File: src/hdl/stg_pkg.sv
// shared types, constants and command codes for the square tone queue generator
`timescale 1ns / 1ps

package stg_pkg;

    localparam int QUEUE_DEPTH_DEFAULT = 4;

    localparam int STEP_W   = 32;
    localparam int LENGTH_W = 24;
    localparam int FREQ_W   = 16;
    localparam int AMP_W    = 15;
    localparam int SAMPLE_W = 16;
    localparam int CMD_W    = 2;
    localparam int CFG_IDX_W  = 1;
    localparam int CFG_DATA_W = AMP_W;

    // phase step = floor(freq * 2^32 / 48000) = (freq * ceil(2^57 / 48000)) >> 25
    localparam int SAMPLE_RATE = 48000;
    localparam int STEP_MULT_W = 42;
    localparam int STEP_SHIFT  = 25;
    localparam logic [STEP_MULT_W-1:0] STEP_MULT = 42'd3002399751581;

    localparam logic [CMD_W-1:0] CMD_TONE  = 2'd0;
    localparam logic [CMD_W-1:0] CMD_TICK  = 2'd1;
    localparam logic [CMD_W-1:0] CMD_FLUSH = 2'd2;

    localparam logic [CFG_IDX_W-1:0] REG_ENABLE    = 1'd0;
    localparam logic [CFG_IDX_W-1:0] REG_AMPLITUDE = 1'd1;

    localparam logic [AMP_W-1:0] AMPLITUDE_RESET = 15'd8192;

    typedef struct packed {
        logic [CMD_W-1:0]    cmd;
        logic [FREQ_W-1:0]   freq_hz;
        logic [LENGTH_W-1:0] duration_frames;
    } in_item_t;

    typedef struct packed {
        logic                       accepted;
        logic signed [SAMPLE_W-1:0] sample;
        logic                       playing;
    } out_item_t;

    typedef struct packed {
        logic [STEP_W-1:0]   step;
        logic [LENGTH_W-1:0] length;
    } queue_entry_t;

    typedef struct packed {
        logic push;
        logic pop;
        logic flush;
    } queue_ctrl_t;

    typedef struct packed {
        logic empty;
        logic full;
    } queue_status_t;

endpackage

File: src/hdl/stg_step.sv
// frequency to phase step conversion by reciprocal multiplication
`timescale 1ns / 1ps

module stg_step
(
    input  logic [stg_pkg::FREQ_W-1:0] freq_hz,
    output logic [stg_pkg::STEP_W-1:0] step
);

    localparam int PROD_W = stg_pkg::FREQ_W + stg_pkg::STEP_MULT_W;

    logic [PROD_W-1:0] product;

    // exact for every 16-bit frequency, wraps modulo 2^32 above the sample rate
    assign product = PROD_W'(freq_hz) * PROD_W'(stg_pkg::STEP_MULT);
    assign step    = product[stg_pkg::STEP_SHIFT +: stg_pkg::STEP_W];

endmodule

File: src/hdl/stg_queue.sv
// shifting tone queue: push at the fill level, pop from entry zero
`timescale 1ns / 1ps

module stg_queue
#(
    parameter int DEPTH = stg_pkg::QUEUE_DEPTH_DEFAULT
)
(
    input  logic                  clk,
    input  logic                  rst_n,
    input  stg_pkg::queue_ctrl_t  ctrl,
    input  stg_pkg::queue_entry_t push_entry,
    output stg_pkg::queue_entry_t head,
    output stg_pkg::queue_status_t status
);

    localparam int CNT_W = $clog2(DEPTH + 1);

    stg_pkg::queue_entry_t entry_reg [DEPTH];
    logic [CNT_W-1:0]      count_reg;
    logic [CNT_W-1:0]      count_next;

    always_comb
    begin
        count_next = count_reg;
        if (ctrl.flush)
        begin
            count_next = '0;
        end
        else if (ctrl.push)
        begin
            count_next = count_reg + CNT_W'(1);
        end
        else if (ctrl.pop)
        begin
            count_next = count_reg - CNT_W'(1);
        end
    end

    always_ff @(posedge clk or negedge rst_n)
    begin
        if (!rst_n)
        begin
            count_reg <= '0;
        end
        else
        begin
            count_reg <= count_next;
        end
    end

    // entries carry no reset, only those below the count are ever read
    for (genvar i = 0; i < DEPTH; i++)
    begin : g_entry
        if (i < DEPTH - 1)
        begin : g_shift
            always_ff @(posedge clk)
            begin
                if (ctrl.pop)
                begin
                    entry_reg[i] <= entry_reg[i+1];
                end
                else if (ctrl.push && count_reg == CNT_W'(i))
                begin
                    entry_reg[i] <= push_entry;
                end
            end
        end
        else
        begin : g_last
            always_ff @(posedge clk)
            begin
                if (ctrl.push && count_reg == CNT_W'(i))
                begin
                    entry_reg[i] <= push_entry;
                end
            end
        end
    end

    assign head         = entry_reg[0];
    assign status.empty = (count_reg == '0);
    assign status.full  = (count_reg == CNT_W'(DEPTH));

endmodule

File: src/hdl/square_tone_queue_generator_unit.sv
// top level: input register, tone playback state and result register
//
//   channel | direction | handshake            | payload
//   in      | in        | in_valid / in_stall  | in_item  (cmd, freq_hz, duration_frames)
//   out     | out       | out_valid / out_stall| out_item (accepted, sample, playing)
//   cfg     | in        | cfg_write            | cfg_index, cfg_data
//
// one item per cycle while out_stall allows; a taken item passes the input register, then the result register
// the step multiplier and the queue update sit between the input and result registers
// reset empties the queue, clears the tone state, enable 1, amplitude 8192
// out_stall holds the result register, a stalled result stops the input register
// only when that register is also full
`timescale 1ns / 1ps

module square_tone_queue_generator_unit
#(
    parameter int QUEUE_DEPTH = stg_pkg::QUEUE_DEPTH_DEFAULT
)
(
    input  logic                              clk,
    input  logic                              rst_n,
    input  logic                              in_valid,
    output logic                              in_stall,
    input  stg_pkg::in_item_t                 in_item,
    output logic                              out_valid,
    input  logic                              out_stall,
    output stg_pkg::out_item_t                out_item,
    input  logic                              cfg_write,
    input  logic [stg_pkg::CFG_IDX_W-1:0]     cfg_index,
    input  logic [stg_pkg::CFG_DATA_W-1:0]    cfg_data
);

    logic                           in_valid_reg;
    stg_pkg::in_item_t              in_item_reg;
    logic                           out_valid_reg;
    stg_pkg::out_item_t             out_item_reg;
    stg_pkg::out_item_t             out_item_next;

    logic                           enable_reg;
    logic [stg_pkg::AMP_W-1:0]      amplitude_reg;
    logic [stg_pkg::STEP_W-1:0]     cur_step_reg;
    logic [stg_pkg::STEP_W-1:0]     cur_step_next;
    logic [stg_pkg::LENGTH_W-1:0]   rem_reg;
    logic [stg_pkg::LENGTH_W-1:0]   rem_next;
    logic [stg_pkg::STEP_W-1:0]     phase_reg;
    logic [stg_pkg::STEP_W-1:0]     phase_next;

    logic                           advance;
    logic                           go;
    logic                           cfg_disable;
    logic                           tone_ok;
    logic                           need_pop;
    logic [stg_pkg::STEP_W-1:0]     eff_step;
    logic [stg_pkg::STEP_W-1:0]     eff_phase;
    logic [stg_pkg::LENGTH_W-1:0]   eff_rem;
    logic [stg_pkg::SAMPLE_W-1:0]   amp_ext;

    stg_pkg::queue_ctrl_t           q_ctrl;
    stg_pkg::queue_entry_t          q_push;
    stg_pkg::queue_entry_t          q_head;
    stg_pkg::queue_status_t         q_status;

    assign advance   = !out_valid_reg || !out_stall;
    assign in_stall  = in_valid_reg && !advance;
    assign go        = in_valid_reg && advance;
    assign out_valid = out_valid_reg;
    assign out_item  = out_item_reg;

    assign cfg_disable = cfg_write && (cfg_index == stg_pkg::REG_ENABLE) && !cfg_data[0];

    stg_step u_step
    (
        .freq_hz (in_item_reg.freq_hz),
        .step    (q_push.step)
    );

    assign q_push.length = in_item_reg.duration_frames;

    stg_queue
    #(
        .DEPTH (QUEUE_DEPTH)
    )
    u_queue
    (
        .clk        (clk),
        .rst_n      (rst_n),
        .ctrl       (q_ctrl),
        .push_entry (q_push),
        .head       (q_head),
        .status     (q_status)
    );

    assign tone_ok = enable_reg && (in_item_reg.freq_hz != '0)
                     && (in_item_reg.duration_frames != '0) && !q_status.full;

    // a finished tone hands over to the queue head with the phase cleared
    assign need_pop  = (rem_reg == '0) && !q_status.empty;
    assign eff_step  = need_pop ? q_head.step : cur_step_reg;
    assign eff_phase = need_pop ? '0 : phase_reg;
    assign eff_rem   = need_pop ? q_head.length : rem_reg;
    assign amp_ext   = {1'b0, amplitude_reg};

    always_comb
    begin
        q_ctrl        = '0;
        out_item_next = '0;
        cur_step_next = cur_step_reg;
        rem_next      = rem_reg;
        phase_next    = phase_reg;
        if (cfg_disable)
        begin
            q_ctrl.flush = 1'b1;
            rem_next     = '0;
        end
        else if (go)
        begin
            unique case (in_item_reg.cmd)
                stg_pkg::CMD_TONE:
                begin
                    q_ctrl.push            = tone_ok;
                    out_item_next.accepted = tone_ok;
                end
                stg_pkg::CMD_TICK:
                begin
                    q_ctrl.pop    = need_pop;
                    cur_step_next = eff_step;
                    phase_next    = eff_phase;
                    rem_next      = eff_rem;
                    if (eff_rem != '0)
                    begin
                        out_item_next.playing = 1'b1;
                        out_item_next.sample  = eff_phase[stg_pkg::STEP_W-1]
                                                ? signed'(stg_pkg::SAMPLE_W'(0) - amp_ext)
                                                : signed'(amp_ext);
                        phase_next = eff_phase + eff_step;
                        rem_next   = eff_rem - stg_pkg::LENGTH_W'(1);
                    end
                end
                stg_pkg::CMD_FLUSH:
                begin
                    q_ctrl.flush = 1'b1;
                    rem_next     = '0;
                end
                default:
                begin
                    // unused command leaves everything as it is
                end
            endcase
        end
    end

    always_ff @(posedge clk or negedge rst_n)
    begin
        if (!rst_n)
        begin
            in_valid_reg  <= 1'b0;
            out_valid_reg <= 1'b0;
            enable_reg    <= 1'b1;
            amplitude_reg <= stg_pkg::AMPLITUDE_RESET;
            cur_step_reg  <= '0;
            rem_reg       <= '0;
            phase_reg     <= '0;
        end
        else
        begin
            if (!in_stall)
            begin
                in_valid_reg <= in_valid;
            end
            if (advance)
            begin
                out_valid_reg <= in_valid_reg;
            end
            if (cfg_write)
            begin
                unique case (cfg_index)
                    stg_pkg::REG_ENABLE:    enable_reg    <= cfg_data[0];
                    stg_pkg::REG_AMPLITUDE: amplitude_reg <= cfg_data;
                    default:                enable_reg    <= enable_reg;
                endcase
            end
            cur_step_reg <= cur_step_next;
            rem_reg      <= rem_next;
            phase_reg    <= phase_next;
        end
    end

    always_ff @(posedge clk)
    begin
        if (in_valid && !in_stall)
        begin
            in_item_reg <= in_item;
        end
        if (go)
        begin
            out_item_reg <= out_item_next;
        end
    end

    a_flush_empties: assert property (@(posedge clk) disable iff (!rst_n)
        go && (in_item_reg.cmd == stg_pkg::CMD_FLUSH) |=> q_status.empty && (rem_reg == '0))
        else $error("flush left a tone queued or playing");

    a_idle_tick_silent: assert property (@(posedge clk) disable iff (!rst_n)
        go && (in_item_reg.cmd == stg_pkg::CMD_TICK) && (rem_reg == '0) && q_status.empty
        |=> !out_item_reg.playing && (out_item_reg.sample == '0))
        else $error("idle tick produced a sample");

    a_pop_phase_start: assert property (@(posedge clk) disable iff (!rst_n)
        go && q_ctrl.pop && !cfg_disable |=> (phase_reg == cur_step_reg))
        else $error("new tone did not start at phase zero");

    a_no_push_when_full: assert property (@(posedge clk) disable iff (!rst_n)
        q_ctrl.push |-> !q_status.full && enable_reg)
        else $error("tone queued while full or disabled");

endmodule

File: config.mk
export PLATFORM = sky130hd
export DESIGN_NAME = square_tone_queue_generator_unit
export DESIGN_NICKNAME = d
export VERILOG_FILES = /design/src/hdl/stg_pkg.sv /design/src/hdl/stg_step.sv /design/src/hdl/stg_queue.sv /design/src/hdl/square_tone_queue_generator_unit.sv
export SDC_FILE = /design/constraint.sdc
export NUM_CORES = 1
export LEC_CHECK = 0
export BUFFER_PORTS_ARGS = -buffer_cell sky130_fd_sc_hd__buf_2
export CAP_MARGIN = 0
export CORE_MARGIN = 3
export CORE_UTILIZATION = 58
export DETAILED_ROUTE_END_ITERATION = 16
export PLACE_DENSITY_LB_ADDON = 0.25
export RECOVER_POWER = 100
export SYNTH_ARGS = -nofsm -noshare
export SYNTH_HDL_FRONTEND = slang
export SYNTH_SLANG_ARGS = --single-unit
export TNS_END_PERCENT = 100
File: constraint.sdc
create_clock -name clk -period 6.8 [get_ports clk]
set_clock_uncertainty 0.15 [all_clocks]
set_input_delay 2.04 -clock clk [delete_from_list [all_inputs] [get_ports clk]]
set_output_delay 2.04 -clock clk [all_outputs]
set_load 0.02 [all_outputs]
# Yosys cells after proc, flatten, opt, wreduce, memory -nomap -nowiden
# Memories as Yosys holds them, arrays and structs flattened.
# Index checks and enable logic that the tools add are counted.
# classes
n_reduce_logical,38
muxes,38
bitwise,8
multipliers,1
n_addsub,5
n_eq_ne,6
# ops
operator,n
$mux 56,4
$mux 24,4
$mux 32,3
$mul 16x42->57 const B,1
$reduce_or 56->1,1
$pmux 24 s2,1
$reduce_bool 24->1,2
$add 32x32->32,1
$logic_not 24->1,1
$sub 24x1->24 const B,1
$mux 1,19
$reduce_bool 16->1,1
$sub 1x15->16 const A,1
$mux 15,1
$logic_and 1x1->1,13
$mux 3,4
$logic_not 1->1,7
$eq 3x2->1 const B,2
$reduce_and 2->1,3
$reduce_bool 3->1,2
$not 1->1,5
$mux 2,2
$reduce_or 4->1,1
$add 3x1->3 const B,1
other kinds (13),15
# totals
mem_bits_rw,224
word_cells,112
reg_bits,169
out_inout_bits,20
in_bits,63
mem_count,1
# mem_list
memory,words,width,rd,rd_ports_with_merged_regs,wr,line_no,rtl
u_queue.entry_reg,4,56,4,0,3,stg_queue.sv:19,stg_pkg::queue_entry_t entry_reg [DEPTH];

# Longest topological paths before layout
# logic_depth
word_depth,13
ltp_mapped,25
mapped_depth_nobuf,23

# Hierarchy
# Synthesis repeated with hierarchy kept, for this count alone.
# unflattened
hier_cells,2604
area_unflattened_um2,29386.9
# modules_own_cells
module,cells_each,n_inst,seq_area_each_um2,area_per_inst_um2
stg_step,1077,1,0.0,10267.3
stg_queue,499,1,6801.5,9655.5
square_tone_queue_generator_unit,1028,1,4456.8,9464.1

# Least setup slack after synthesis
# No wires, ideal clock.
# synth_path
path_type,register to register
from,register in_item_reg[34] in the netlist's numbering
to,"memory u_queue.entry_reg[1][45] in the netlist's numbering, data pin"
arrival_time_ps,6254
synth_period_minus_slack_ps,6664
setup_slack_ps,136
setup_ps,260
path_stages_with_launch,23
required_time_ps,6390
n_path_buf,1
cell_sequence,edfxtp_1 fa_1 inv_1 fa_1 inv_1 fa_1 fa_1 fa_1 inv_1 fa_1 inv_1 ha_1 nand2_1 nor3_1 nand4_1 a211oi_1 o21ai_1 and3b_1 clkbuf_1 o21ba_2 o311ai_1 xor2_1 mux2_2
# synth_lines
item,line_no,rtl
from (decl),square_tone_queue_generator_unit.sv:34,stg_pkg::in_item_t in_item_reg;
from (signal assigned),square_tone_queue_generator_unit.sv:192,in_item_reg <= in_item;
to (decl),stg_queue.sv:19,

==> impl_metrics.env <==
export IMPL_crit_path_end_kind="flop"
export IMPL_startpoint="in_item_reg[36]$_DFFE_PP_"
export IMPL_clock_fmax_ghz=0.1461
export IMPL_cts_tree="done"
export IMPL_yosys_warnings=0
export IMPL_syn_area_per_cell_um2=10.06
export IMPL_grt_pass1_vias=21800
export IMPL_crit_type="reg -> reg"
export IMPL_final_cell_count_no_fill=3831
export IMPL_wl_mm=79.62
export IMPL_cts_num_sinks=393
export IMPL_io_pins=83
export IMPL_syn_num_nets=3419
export IMPL_clk_latency_ns=0.59
export IMPL_cts_root_buf="clkbuf_16"
export IMPL_setup_viol=10
export IMPL_largest_register_ffs=224
export IMPL_synth_common_cells="658 x nand2_1, 402 x inv_1, 284 x edfxtp_1, 246 x ha_1, 236 x fa_1"
export IMPL_vias=21510
export IMPL_grt_max_degree=66
export IMPL_hp_class="reg -> reg"
export IMPL_drt_iter0_drc=1826
export IMPL_drt_first_pass_iters=6
export IMPL_antenna_found_initial=1
export IMPL_insertedDiodeCount=0
export IMPL_status="finished with violations"
export IMPL_min_period_ns=6.843
export IMPL_clock_path_buffers=3
export IMPL_core_area_mm2=0.04905
export IMPL_dpl_cell_count=3729
export IMPL_synthCells=2874
export IMPL_tightest_slew_ns=3.632
export IMPL_rows=81
export IMPL_relSlewSlack_pct=-142.1
export IMPL_drive_gt1_share_pct=14.81
export IMPL_dieArea_mm2=0.05255
export IMPL_area_growth_pct=15.25
export IMPL_reg2reg_from="in_item_reg[36]$_DFFE_PP_"
export IMPL_track_usage_pct=30.35
export IMPL_dp_final_hpwl_mm=61.20
export IMPL_fill_cells=3760
export IMPL_period_share_pct=100.6
export IMPL_ys_seq_area_share_pct=38.95
export IMPL_die_width_um=229.2
export IMPL_synth_edf_count=284
export IMPL_drcViolationCount=0
export IMPL_gp_congestion=1.030
export IMPL_ctsHoldBuffers=0
export IMPL_start_util_pct=58.93
export IMPL_async_flop_share_pct=27.74
export IMPL_critPathMaxFanout=5
export IMPL_grt_pass1_wl_mm=123.4
export IMPL_maxSlewViolCount=291
export IMPL_failed_checks="max-capacitance violations, max-slew violations, negative setup slack"
export IMPL_finalHoldViolCount=0
export IMPL_post_drt_wl_per_cell_um=20.78
export IMPL_clk_pin_slew_ns=0.07
export IMPL_die_height_um=229.2
export IMPL_synth_seq_cells=393
export IMPL_synthTopCellsByArea="edfxtp_1 30%, fa_1 16%, ha_1 11%"
export IMPL_rsz0062_at_grt="true"
export IMPL_cap_viol_max_count=6
export IMPL_worst_ep_arrival_time_ns=7.01
export IMPL_cp_start_kind="flop"
export IMPL_cp_data_required_time_ns=6.97
export IMPL_synth_top_area_cell="edfxtp_1"
export IMPL_vias_per_cell=5.614
export IMPL_finalWorstSetupSlack_ns=-0.04307
export IMPL_cts_buffers=43
export IMPL_yosysTopAreaCellShare_pct=29.51
export IMPL_ant_nets=0
export IMPL_hp_start="phase_reg[14]$_DFFE_PN0P_"
export IMPL_hold_depth=2
export IMPL_netlist_area_mm2=0.02890
export IMPL_numPortBuffers=82
export IMPL_synth_distinct_cells=76
export IMPL_layout_nets=3677
export IMPL_grt_ovfl_total=0
export IMPL_htreeDepth=2
export IMPL_synth_ff_type="edfxtp_1"
export IMPL_synth_most_common_cell="nand2_1"
export IMPL_ff2ff_path_depth=21
-- area by class of cell --
| class | instances | area (um2) | area share [%] |
|---|---|---|---|
| repair buffers | 297 | 1964 | 5.897 |
| well taps | 664 | 830.8 | 2.494 |
| flip-flops and latches | 393 | 11260 | 33.80 |
| clock buffers | 54 | 1159 | 3.478 |
| multi-input cells | 1994 | 16350 | 49.08 |
| inverters | 403 | 1513 | 4.541 |
| clock inverters | 26 | 237.7 | 0.7136 |
-- final timing paths --
kind                            slack [ns]                                 end
worst max-delay path                 -0.04  u_queue.entry_reg[1][50]$_DFFE_PP_
worst min-delay path                  0.32           phase_reg[14]$_DFFE_PN0P_
worst max register to register       -0.04  u_queue.entry_reg[1][50]$_DFFE_PP_
worst min register to register        0.32           phase_reg[14]$_DFFE_PN0P_
max in group asynchronous             1.30        cur_step_reg[31]$_DFFE_PN0P_
min in group asynchronous             2.54       amplitude_reg[14]$_DFFE_PN0P_
-- critical path, cell delays in order (launching register included) --
cell	delay, ns
edfxtp_1	0.51
fa_1	0.63
inv_2	0.08
buf_4	0.14
fa_2	0.52
fa_1	0.59
fa_1	0.44
fa_1	0.49
inv_1	0.05
fa_1	0.53
ha_4	0.23
a21oi_1	0.21
a21boi_1	0.11
a311oi_2	0.36
o22ai_2	0.18
o21ai_4	0.21
and3b_2	0.29
buf_6	0.13
nor2_1	0.04
o21a_1	0.20
xor2_2	0.18
mux2_2	0.29
-- repair_timing --
action                                  CTS  global route
gates resized for setup                  11           108
pin swaps                                 5            61
endpoints found under the setup margin   55            80
buffers inserted                          3            19
-- per-stage QoR --
step | setup WS (ns) | area (um2) | setup TNS (ns) | hold WS (ns) | util, %
floorplan | 0.1364 | 28900 | 0 | 0.2900 | -
global placement | -0.1087 | 31350 | -1.941 | 0.2998 | 63.91
detailed placement | -0.3113 | 31350 | -9.105 | 0.3121 | 63.91
CTS | 0.001349 | 32810 | 0 | 0.3254 | 66.89
global route | -0.1426 | 33310 | -3.088 | 0.3407 | 67.91
finish | -0.04307 | 33310 | -0.2508 | 0.3201 | 67.91
-- per-layer routing --
| metal | up-vias | part of all wire (%) | global-route usage [%] |
|---|---|---|---|
| li1 | 10080 | - | - |
| met1 | 10520 | 40 | 38.60 |
| met2 | 745 | 49 | 52.07 |
| met3 | 166 | 4.9 | 3.644 |
| met4 | 2 | 5.4 | 14.37 |
| met5 | - | 0.016 | 0 |
-- cell usage in the layout, fill, tap and decap left out, drive strengths merged, types with 5 or more instances in the layout --
| cell | count |
|---|---|
| nand2 | 658 |
| inv | 405 |
| edfxtp | 284 |
| buf | 249 |
| ha | 246 |
| fa | 236 |
| o21ai | 132 |
| dfrtp | 107 |
| nor2 | 106 |
| clkbuf | 102 |
| a21oi | 100 |
| and2 | 47 |
| mux2 | 46 |
| xor2 | 37 |
| xnor2 | 36 |
| nand3 | 34 |
| a21o | 31 |
| nor3 | 28 |
| nor4 | 20 |
| clkinv | 18 |
| a211oi | 17 |
| and3 | 15 |
| mux2i | 14 |
| o211ai | 14 |
| a31oi | 14 |
| o21a | 13 |
| nand4 | 13 |
| nor2b | 13 |
| or3 | 10 |
| o31ai | 10 |
| o21bai | 9 |
| nand2b | 8 |
| or4 | 8 |
| a2111oi | 6 |
| a22oi | 6 |
| o2111ai | 5 |
| or2 | 5 |
| a41oi | 5 |
| o22ai | 5 |
-- cell families after synthesis --
kind of cell / share of synthesized area, %
muxes: 2.277
adders and majority gates: 26.99
and+or+nand+nor: 14.47
AOI/OAI and AO/OA: 8.774
xor gates and xnor gates: 2.212
DFF: 38.95
buffers and inverters: 6.324
Power is not shown: default switching activity piles up to over one toggle a cycle in this logic, so the estimate is an artifact.
